==> src/sv/tipid_pkg.sv <==
// ----------------------------------------------------------------------------
// tipid_pkg: shared types and constants for the incremental PID tuner core
// Field widths, register map, string codes and the target error lookup.
// ----------------------------------------------------------------------------
package tipid_pkg;

   localparam int unsigned CodeWidth    = 3;
   localparam int unsigned FreqWidth    = 16;
   localparam int unsigned GainWidth    = 16;
   localparam int unsigned TargetWidth  = 10;
   localparam int unsigned FracBits     = 6;
   localparam int unsigned TableWidth   = 60;
   localparam int unsigned ErrWidth     = 18;
   localparam int unsigned DiffWidth    = 19;
   localparam int unsigned Diff2Width   = 20;
   localparam int unsigned ProdPWidth   = GainWidth + DiffWidth;
   localparam int unsigned ProdIWidth   = GainWidth + ErrWidth;
   localparam int unsigned ProdDWidth   = GainWidth + Diff2Width;
   localparam int unsigned SumWidth     = ProdDWidth + 2;
   localparam int unsigned NegWidth     = SumWidth + 1;
   localparam int unsigned ScaleShift   = 8;
   localparam int unsigned AngleWidth   = 32;
   localparam int unsigned CsrDataWidth = 64;
   localparam int unsigned CsrAddrWidth = 5;
   localparam int unsigned RegIdxWidth  = 2;

   // register indexes (byte address = 8 * index)
   localparam logic [RegIdxWidth-1:0] REG_GAIN_P  = 2'd0;
   localparam logic [RegIdxWidth-1:0] REG_GAIN_I  = 2'd1;
   localparam logic [RegIdxWidth-1:0] REG_GAIN_D  = 2'd2;
   localparam logic [RegIdxWidth-1:0] REG_TARGETS = 2'd3;

   localparam logic [TableWidth-1:0] TABLE_RESET = 60'd92444896685972810;

   localparam logic [CodeWidth-1:0] CODE_NONE    = 3'd0;
   localparam logic [CodeWidth-1:0] CODE_HIGH_E  = 3'd1;
   localparam logic [CodeWidth-1:0] CODE_B       = 3'd2;
   localparam logic [CodeWidth-1:0] CODE_G       = 3'd3;
   localparam logic [CodeWidth-1:0] CODE_D       = 3'd4;
   localparam logic [CodeWidth-1:0] CODE_A       = 3'd5;
   localparam logic [CodeWidth-1:0] CODE_LOW_E   = 3'd6;
   localparam logic [CodeWidth-1:0] CODE_INVALID = 3'd7;

   typedef struct packed {
      logic signed [GainWidth-1:0] gain_p;
      logic signed [GainWidth-1:0] gain_i;
      logic signed [GainWidth-1:0] gain_d;
      logic        [TableWidth-1:0] targets;
      logic                         clear_history;
   } csr_cfg_type;

   // target minus measured, both Q.6; zero for no string or an invalid code
   function automatic logic signed [ErrWidth-1:0] target_error(
      input logic [CodeWidth-1:0]  code,
      input logic [FreqWidth-1:0]  meas,
      input logic [TableWidth-1:0] targets
   );
      logic [TargetWidth-1:0] hz;
      logic                   known;
      logic [ErrWidth-1:0]    diff;
      hz    = '0;
      known = 1'b1;
      unique case (code)
         CODE_NONE:    known = 1'b0;
         CODE_HIGH_E:  hz = targets[9:0];
         CODE_B:       hz = targets[19:10];
         CODE_G:       hz = targets[29:20];
         CODE_D:       hz = targets[39:30];
         CODE_A:       hz = targets[49:40];
         CODE_LOW_E:   hz = targets[59:50];
         CODE_INVALID: known = 1'b0;
         default:      known = 1'b0;
      endcase
      diff = {2'b00, hz, {FracBits{1'b0}}} - {2'b00, meas};
      return known ? signed'(diff) : '0;
   endfunction

endpackage

==> src/sv/tuner_incremental_pid_core.sv <==
// ----------------------------------------------------------------------------
// tuner_incremental_pid_core: incremental PID drive for a string tuner
// Error, difference history, gain products and scaled negated output.
// ----------------------------------------------------------------------------
// The core takes one (string code, measured frequency) transfer per clock while
// req_ready is high and returns one drive angle per transfer. Each item passes
// through the stage one, two and three registers before rsp_valid rises.
// Stage one looks up the target and forms the error and its first
// and second differences (the history updates here, so items may follow each
// other in every cycle), stage two forms the three gain products, stage three
// sums, negates and scales them to 6 fraction bits with floor rounding.
// req_ready drops only when all three stages hold items and the result is
// not taken. Any register write clears the error history.
module tuner_incremental_pid_core (
   input  logic                                clock,
   input  logic                                reset,
   input  logic                                req_valid,
   output logic                                req_ready,
   input  logic [tipid_pkg::CodeWidth-1:0]     req_string_code,
   input  logic [tipid_pkg::FreqWidth-1:0]     req_measured_frequency,
   output logic                                rsp_valid,
   input  logic                                rsp_ready,
   output logic signed [tipid_pkg::AngleWidth-1:0] rsp_drive_angle,
   input  logic                                csr_psel,
   input  logic                                csr_penable,
   input  logic                                csr_pwrite,
   input  logic [tipid_pkg::CsrAddrWidth-1:0]  csr_paddr,
   input  logic [tipid_pkg::CsrDataWidth-1:0]  csr_pwdata,
   output logic [tipid_pkg::CsrDataWidth-1:0]  csr_prdata,
   output logic                                csr_pready
);

   tipid_pkg::csr_cfg_type cfg;

   tipid_csr u_csr (
      .clock       (clock),
      .reset       (reset),
      .csr_psel    (csr_psel),
      .csr_penable (csr_penable),
      .csr_pwrite  (csr_pwrite),
      .csr_paddr   (csr_paddr),
      .csr_pwdata  (csr_pwdata),
      .csr_prdata  (csr_prdata),
      .csr_pready  (csr_pready),
      .cfg         (cfg)
   );

   // pipeline flow control
   logic v1_ff, v2_ff, v3_ff;
   logic adv1, adv2, adv3;
   logic accept;

   assign adv3      = !v3_ff || rsp_ready;
   assign adv2      = !v2_ff || adv3;
   assign adv1      = !v1_ff || adv2;
   assign req_ready = adv1;
   assign accept    = req_valid && req_ready;
   assign rsp_valid = v3_ff;

   always_ff @(posedge clock) begin
      if (reset) begin
         v1_ff <= 1'b0;
         v2_ff <= 1'b0;
         v3_ff <= 1'b0;
      end else begin
         if (adv1) begin
            v1_ff <= req_valid;
         end
         if (adv2) begin
            v2_ff <= v1_ff;
         end
         if (adv3) begin
            v3_ff <= v2_ff;
         end
      end
   end

   // stage one: error and differences, history update
   logic signed [tipid_pkg::ErrWidth-1:0]   prev_err_ff;
   logic signed [tipid_pkg::DiffWidth-1:0]  prev_derr_ff;
   logic signed [tipid_pkg::ErrWidth-1:0]   err_in;
   logic signed [tipid_pkg::DiffWidth-1:0]  derr_in;
   logic signed [tipid_pkg::Diff2Width-1:0] dderr_in;
   logic signed [tipid_pkg::ErrWidth-1:0]   s1_err_ff;
   logic signed [tipid_pkg::DiffWidth-1:0]  s1_derr_ff;
   logic signed [tipid_pkg::Diff2Width-1:0] s1_dderr_ff;

   always_comb begin
      err_in   = tipid_pkg::target_error(req_string_code, req_measured_frequency,
                                         cfg.targets);
      derr_in  = tipid_pkg::DiffWidth'(err_in) - tipid_pkg::DiffWidth'(prev_err_ff);
      dderr_in = tipid_pkg::Diff2Width'(derr_in) - tipid_pkg::Diff2Width'(prev_derr_ff);
   end

   always_ff @(posedge clock) begin
      if (reset || cfg.clear_history) begin
         prev_err_ff  <= '0;
         prev_derr_ff <= '0;
      end else if (accept) begin
         prev_err_ff  <= err_in;
         prev_derr_ff <= derr_in;
      end
   end

   always_ff @(posedge clock) begin
      if (accept) begin
         s1_err_ff   <= err_in;
         s1_derr_ff  <= derr_in;
         s1_dderr_ff <= dderr_in;
      end
   end

   // stage two: gain products
   logic signed [tipid_pkg::ProdPWidth-1:0] prod_p_in, prod_p_ff;
   logic signed [tipid_pkg::ProdIWidth-1:0] prod_i_in, prod_i_ff;
   logic signed [tipid_pkg::ProdDWidth-1:0] prod_d_in, prod_d_ff;

   always_comb begin
      prod_p_in = tipid_pkg::ProdPWidth'(cfg.gain_p) * tipid_pkg::ProdPWidth'(s1_derr_ff);
      prod_i_in = tipid_pkg::ProdIWidth'(cfg.gain_i) * tipid_pkg::ProdIWidth'(s1_err_ff);
      prod_d_in = tipid_pkg::ProdDWidth'(cfg.gain_d) * tipid_pkg::ProdDWidth'(s1_dderr_ff);
   end

   always_ff @(posedge clock) begin
      if (adv2 && v1_ff) begin
         prod_p_ff <= prod_p_in;
         prod_i_ff <= prod_i_in;
         prod_d_ff <= prod_d_in;
      end
   end

   // stage three: sum, negate, floor-scale from 14 to 6 fraction bits
   logic signed [tipid_pkg::SumWidth-1:0]   sum;
   logic signed [tipid_pkg::NegWidth-1:0]   neg;
   logic signed [tipid_pkg::NegWidth-1:0]   scaled;
   logic signed [tipid_pkg::AngleWidth-1:0] angle_in;
   logic signed [tipid_pkg::AngleWidth-1:0] angle_ff;

   always_comb begin
      sum    = tipid_pkg::SumWidth'(prod_p_ff) + tipid_pkg::SumWidth'(prod_i_ff)
             + tipid_pkg::SumWidth'(prod_d_ff);
      neg    = -tipid_pkg::NegWidth'(sum);
      scaled = neg >>> tipid_pkg::ScaleShift;
      // the sum stays below 2^37, so the scaled value always fits 32 bits
      angle_in = scaled[tipid_pkg::AngleWidth-1:0];
   end

   always_ff @(posedge clock) begin
      if (adv3 && v2_ff) begin
         angle_ff <= angle_in;
      end
   end

   assign rsp_drive_angle = angle_ff;

endmodule

==> src/sv/tipid_csr.sv <==
// ----------------------------------------------------------------------------
// tipid_csr: configuration registers of the incremental PID tuner core
// APB-style port holding the three gains and the packed target table.
// ----------------------------------------------------------------------------
module tipid_csr (
   input  logic                                  clock,
   input  logic                                  reset,
   input  logic                                  csr_psel,
   input  logic                                  csr_penable,
   input  logic                                  csr_pwrite,
   input  logic [tipid_pkg::CsrAddrWidth-1:0]    csr_paddr,
   input  logic [tipid_pkg::CsrDataWidth-1:0]    csr_pwdata,
   output logic [tipid_pkg::CsrDataWidth-1:0]    csr_prdata,
   output logic                                  csr_pready,
   output tipid_pkg::csr_cfg_type                cfg
);

   logic signed [tipid_pkg::GainWidth-1:0]  gain_p_ff;
   logic signed [tipid_pkg::GainWidth-1:0]  gain_i_ff;
   logic signed [tipid_pkg::GainWidth-1:0]  gain_d_ff;
   logic        [tipid_pkg::TableWidth-1:0] targets_ff;
   logic                                    wr_en;
   logic [tipid_pkg::RegIdxWidth-1:0]       reg_idx;

   assign csr_pready = 1'b1;
   assign wr_en      = csr_psel && csr_penable && csr_pwrite && csr_pready;
   assign reg_idx    = csr_paddr[tipid_pkg::CsrAddrWidth-1:3];

   always_ff @(posedge clock) begin
      if (reset) begin
         gain_p_ff  <= '0;
         gain_i_ff  <= '0;
         gain_d_ff  <= '0;
         targets_ff <= tipid_pkg::TABLE_RESET;
      end else if (wr_en) begin
         unique case (reg_idx)
            tipid_pkg::REG_GAIN_P:  gain_p_ff  <= csr_pwdata[tipid_pkg::GainWidth-1:0];
            tipid_pkg::REG_GAIN_I:  gain_i_ff  <= csr_pwdata[tipid_pkg::GainWidth-1:0];
            tipid_pkg::REG_GAIN_D:  gain_d_ff  <= csr_pwdata[tipid_pkg::GainWidth-1:0];
            tipid_pkg::REG_TARGETS: targets_ff <= csr_pwdata[tipid_pkg::TableWidth-1:0];
            default: ;
         endcase
      end
   end

   always_comb begin
      csr_prdata = '0;
      unique case (reg_idx)
         tipid_pkg::REG_GAIN_P:  csr_prdata = tipid_pkg::CsrDataWidth'(unsigned'(gain_p_ff));
         tipid_pkg::REG_GAIN_I:  csr_prdata = tipid_pkg::CsrDataWidth'(unsigned'(gain_i_ff));
         tipid_pkg::REG_GAIN_D:  csr_prdata = tipid_pkg::CsrDataWidth'(unsigned'(gain_d_ff));
         tipid_pkg::REG_TARGETS: csr_prdata = tipid_pkg::CsrDataWidth'(targets_ff);
         default:                csr_prdata = '0;
      endcase
   end

   // every register write restarts the controller history
   assign cfg.gain_p        = gain_p_ff;
   assign cfg.gain_i        = gain_i_ff;
   assign cfg.gain_d        = gain_d_ff;
   assign cfg.targets       = targets_ff;
   assign cfg.clear_history = wr_en;

endmodule

==> config.mk <==
export PLATFORM = sky130hd
export DESIGN_NAME = tuner_incremental_pid_core
export DESIGN_NICKNAME = d
export VERILOG_FILES = /design/src/sv/tipid_pkg.sv /design/src/sv/tuner_incremental_pid_core.sv /design/src/sv/tipid_csr.sv
export SDC_FILE = /design/constraint.sdc
export NUM_CORES = 2
export LEC_CHECK = 0
export BUFFER_PORTS_ARGS = -buffer_cell sky130_fd_sc_hd__buf_2
export CORE_UTILIZATION = 45
export CTS_CLUSTER_DIAMETER = 120
export DETAILED_ROUTE_END_ITERATION = 16
export GPL_ROUTABILITY_DRIVEN = 0
export SLEW_MARGIN = 10
export SYNTH_ARGS = -nofsm -noshare
export SYNTH_HDL_FRONTEND = slang
export SYNTH_HIERARCHICAL = 1
export SYNTH_SLANG_ARGS = --single-unit
==> constraint.sdc <==
create_clock -name clock -period 17.19 [get_ports clock]
set_input_delay 0.8595 -clock clock [delete_from_list [all_inputs] [get_ports clock]]
set_output_delay 0.8595 -clock clock [all_outputs]
set_load 0.01 [all_outputs]
# After elaboration in Yosys (flattened, before gate mapping)
# Cells that the tools add are included.
# word_totals
regBits	341
input_bits	95
output_inout_bits	99
wordCells	57
# op_classes
add_sub_neg	6
multipliers	3
n_eq_ne	10
mux	3
reduce_logical	19
# ops
op	count
$pmux 64 s4	1
$pmux 10 s6	1
$neg 37->39	1
$add 36x36->37	1
$add 35x34->36	1
$mul 16x20->36	1
$mul 16x19->35	1
$mul 16x18->34	1
$sub 19x19->20	1
$sub 18x18->19	1
$mux 18	1
$sub 16x16->17	1
$eq 3x3->1 const B	4
$reduce_and 2->1	4
$eq 3x2->1 const B	2
$logic_and 1x1->1	5
$eq 2x2->1 const B	2
$logic_or 1x1->1	4
$eq 3x1->1 const B	1
$logic_not 1->1	3
$logic_not 3->1	1
$eq 2x1->1 const B	1
$logic_not 2->1	1
$reduce_or 2->1	1

# Depth between registers and ports, before layout
# depth
ltp_word	6
depth_mapped	26
mapped_depth_nobuf	24

# Cells and area by module
# The synthesis kept the hierarchy.
# by_module_without_submodules
mod	n_inst	cells_per_inst	area_each_um2	seq_area_each_um2
tuner_incremental_pid_core	1	4751	45723.9	6546.3
tipid_csr	1	530	5149.9	2162.1

# Least setup slack after synthesis
# Ideal clock, no wire load.
# synth_timing
path_kind	in2reg
startpoint	input port rsp_ready
endpoint	register prod_d_ff[0] in the netlist's numbering, enable pin
setup_ns	0.729
arrival_time_ns	8.543
required_ns	16.461
setup_slack_ns	7.918
path_stages	2
n_path_buf	0
cell_sequence	nor2b_1 a21boi_0
# synth_between
elab_chain_cells	3
# synth_lines
element	line_no	text
start, declared	tuner_incremental_pid_core.sv:22	input logic rsp_ready,
$logic_or 1x1->1	tuner_incremental_pid_core.sv:53	assign adv3 = !v3_ff || rsp_ready;
$logic_or 1x1->1	tuner_incremental_pid_core.sv:54	assign adv2 = !v2_ff || adv3;
$logic_and 1x1->1	tuner_incremental_pid_core.sv:125	if (adv2 && v1_ff) begin
end signal, assigned	tuner_incremental_pid_core.sv:128	prod_d_ff <= prod_d_in;
end, declared	tuner_incremental_pid_core.sv:116	logic signed [tipid_pkg::ProdDWidth-1:0] prod_d_in, prod_d_ff;
# Every way passes these cells.
# A chain may end at the register's enable or synchronous reset.

# Worst setup path after layout
# layout_timing
startpoint	register u_csr/gain_i_ff[4] in the netlist's numbering
endpoint	register prod_i_ff[32] in the netlist's numbering (data pin)
# layout_between
elab_chain_cells	1
# layout_lines
element	line_no	text
start, declared	tipid_csr.sv:19	logic signed [tipid_pkg::GainWidth-1:0] gain_i_ff;
start signal, assigned	tipid_csr.sv:38	tipid_pkg::REG_GAIN_I: gain_i_ff <= csr_pwdata[tipid_pkg::GainWidth-1:0];
$mul 16x18->34	tuner_incremental_pid_core.sv:120	prod_i_in = tipid_pkg::ProdIWidth'(cfg.gain_i) * tipid_pkg::ProdIWidth'(s1_err_ff);
named net prod_i_in, one bit	tuner_incremental_pid_core.sv:115	logic signed [tipid_pkg::ProdIWidth-1:0] prod_i_in, prod_i_ff;
end signal, assigned	tuner_incremental_pid_core.sv:127	prod_i_ff <= prod_i_in;
end, declared	tuner_incremental_pid_core.sv:115	
# The timed path passes the listed nets, and every way through them passes these cells.

==> run metrics <==
crit path DAT=8520 ps; largest net degree at the start of global routing=95; Total Power=between 0.003 and 0.004 W; Critical Path End Type=flip-flop; worst-skew pair later-pin latency=~650 ps; post-CTS resize count=0; min setup slack post-route=9000 ps; sequential cell fraction of total power=36.7%; final WL=~130000 um; Worst Tran Pin Value=between 1000 and 1500 ps; Synth Area in Adders=46.4%; maxcap violations=0; GRT Resource Usage Total=23.9%; first-pass GRT wire length=about 210000 um; Netlist cell types=around 80; reg2reg path depth=22; die area=roughly 0.11 sq mm; share of cells above drive strength 1=6.66%; Syn Inst Count=between 5000 and 6000; Die Y=roughly 340 um; Synth Flop Type=edfxtp_1; hold buffer count at CTS=0; largest family of logic cells by synthesized area=adder cells; via-per-instance ratio=5.22; Post-Synth XOR/XNOR Area=roughly 3.1%; Initial Utilization=approximately 46%; Final period util=47.6%; top cells by area, synth=fa_1 (37%), edfxtp_1 (11%), ha_1 (9.4%), inv_1 (8.1%), dfxtp_1 (5.8%); Core Rows=~120; FMAX=between 0.1 and 0.15 GHz; CP Class=reg -> reg; Final Max Tran Viols=0; switching part of the total=40.7%; Area after DPL=~0.053 sq mm; Hold Crit Depth=2; GRT overflow=0; # Post-CTS Setup Buffers=0; Logic pwr share=36.5%; worst path required time=between 15000 and 20000 ps; EDFF count, synth=approximately 190; Clock Pin Slew Worst Setup and Hold Paths=approximately 60 ps; fin nets=a little under 7000; PD cells=63.2 mW/mm^2; max_slew headroom=a little over a fifth; Ys Warns=6; Final ANT Viol Nets=0; P_sw=between 0.001 and 0.0015 W; Pint=around 0.0020 W; Seq/Total Area, Yosys=between 10% and 20%; Post-Syn Area=0.0509 sq mm; via count=35800; clk_skew=between 60 and 70 ps; Pre-antenna DRT Iters=6; mux cell area share after synthesis=~2.5%; area grow syn2layout=7.22%; I/O Buffers=approximately 180; CTS tree=done; setup TNS=0 ps; initial antenna violation count=10; post-place setup slack=a little over 9000 ps; Critical Path Source Type=flip-flop; setup violators final=0; final instance area=0.0545 sq mm; clock share of power=approximately 27%; Routed wire per std cell=roughly 19 um; Root Driver=clkbuf_16; vias in the first global route=around 39000; hpwl dp=between 100000 and 150000 um; clk sinks=between 300 and 400; cts bufs inserted=44; syn avg cell area=around 9.6 sq um; min cycle time layout=between 8000 and 9000 ps; status=finished clean; RSZ-0062 raised after global routing=false; FF+latch count, synth=about 340; Async S/R FF share, synth=0%; Critical Path Fanout Max=20; Fin. Hold Viols=0; post-synthesis simple-gate area fraction=14.6%; 1st-iter DRT viols=2188; Hold WS=around 450 ps; worst hold path type=reg -> reg; io pins=roughly 190; share of the synthesized area in the top cell type=a little under two fifths; Synth Area in Compound Gates=6.32%; CTS HTree Levels=2; DRC Markers=0; area leader, netlist=fa_1; worst vdd ir=between 0.08 and 0.09 mV; leakage power=about 24 nW; clk buf depth=3; die extent in x=338 um; Core ar.=~0.11 sq mm
==> worst max-delay path: stages, from the launching register on <==
cell and delay [ps]:
dfxtp_1 970, nand2_1 180, fa_1 580, inv_1 50, fa_1 470, inv_1 50
fa_1 490, inv_1 50, fa_1 550, inv_1 50, fa_1 470, inv_1 50
fa_1 430, ha_1 370, and3_1 270, nand3_1 110, a2111oi_0 650, o21ai_0 410
a31oi_1 450, a31oi_1 170, nor2b_1 220, o22ai_1 140, xnor2_1 660
==> through the flow <==
step,cells,util (%)
detailed placement,6781,47.6
CTS,6862,48.9
finish,6867,49.0
floorplan,5284,-
global placement,6781,47.6
global route,6862,48.9
==> logic make-up (layout without fill, tap and decap cells) <==
kind of cell / Yosys count / after routing
AOI/OAI and AO/OA: 509 / 509
xor gates and xnor gates: 179 / 179
adders and majority gates: 1324 / 1324
buffers and inverters: 1313 / 1403
DFF: 339 / 339
muxes: 105 / 105
other: 2 / 10
and+or+nand+nor: 1510 / 1510
==> area by class of cell <==
type                    instances  area (sq um)
inverters                    1092          4100
diodes                          5          12.5
repair buffers                230          1280
clock inverters                24           238
flip-flops and latches        339          8710
multi-input cells            3632         37100
well taps                    1488          1860
fillers                     10600         56900
clock buffers                  57          1220
==> registers in the layout (all words and copies together), names as in the netlist, 19 cells and up <==
register / count
prev_derr_ff: 19
prod_d_ff: 36
prod_i_ff: 34
prod_p_ff: 35
rsp_drive_angle: 31
s1_dderr_ff: 20
s1_derr_ff: 19
u_csr/targets_ff: 60
==> cell usage in the layout (no fill, tap or decap), types with 17 or more instances in the layout <==
cell type,count
inv_1,1091
fa_1,940
nand2_1,637
ha_1,384
and2_1,333
edfxtp_1,192
buf_2,179
a21oi_1,170
nor2_1,170
dfxtp_1,147
xnor2_1,138
nand2b_1,125
o21ai_0,105
mux2i_1,80
and3_1,59
a21o_1,51
buf_4,51
clkbuf_16,45
xor2_1,41
nor3_1,38
nand3_1,33
nand4_1,33
nor2b_1,27
o21a_1,25
a211oi_1,17
o21bai_1,17
==> synthesized netlist by cell type (all sizes together), types with 7 or more instances <==
master / n
a211o: 8
a211oi: 17
a21boi: 10
a21o: 51
a21oi: 170
a221oi: 8
a31oi: 16
and2: 335
and3: 60
buf: 49
clkbuf: 172
dfxtp: 147
edfxtp: 192
fa: 940
ha: 384
inv: 1092
mux2: 9
mux2i: 80
mux4: 16
nand2: 638
nand2b: 125
nand3: 34
nand4: 33
nor2: 171
nor2b: 28
nor3: 39
o211ai: 8
o21a: 26
o21ai: 109
o21bai: 17
o31a: 7
or2: 10
or3: 17
xnor2: 138
xor2: 41
==> final timing paths <==
kind	from	to	slack, ps
hold reg to reg	prev_err_ff[8]	prev_err_ff[8]	450
setup reg to reg	u_csr/gain_i_ff[4]	prod_i_ff[32]	9000
setup / recovery	u_csr/gain_i_ff[4]	prod_i_ff[32]	9000
hold / removal	prev_err_ff[8]	prev_err_ff[8]	450
==> routing by layer <==
metal / part of all wire, % / track usage (%) / up-vias
met3: 6.6 / 3.98 / 192
met5: 0.015 / 0 / -
met2: 47 / 39.6 / 964
met1: 42 / 31.2 / 18300
li1: - / - / 16400
met4: 4.1 / 9.14 / 2
==> power groups by stage <==
| stage | clock network, W | logic (W) | registers [W] |
|---|---|---|---|
| floorplan | 0 | 0.000969 | 0.00109 |
| global placement | 0 | 0.00124 | 0.00127 |
| global route | 0.000982 | 0.00142 | 0.00127 |
| CTS | 0.000953 | 0.00127 | 0.00126 |
| detailed placement | 0 | 0.00125 | 0.00127 |
| finish | 0.000924 | 0.00126 | 0.00126 |
Power figures use the tool's default switching activity.
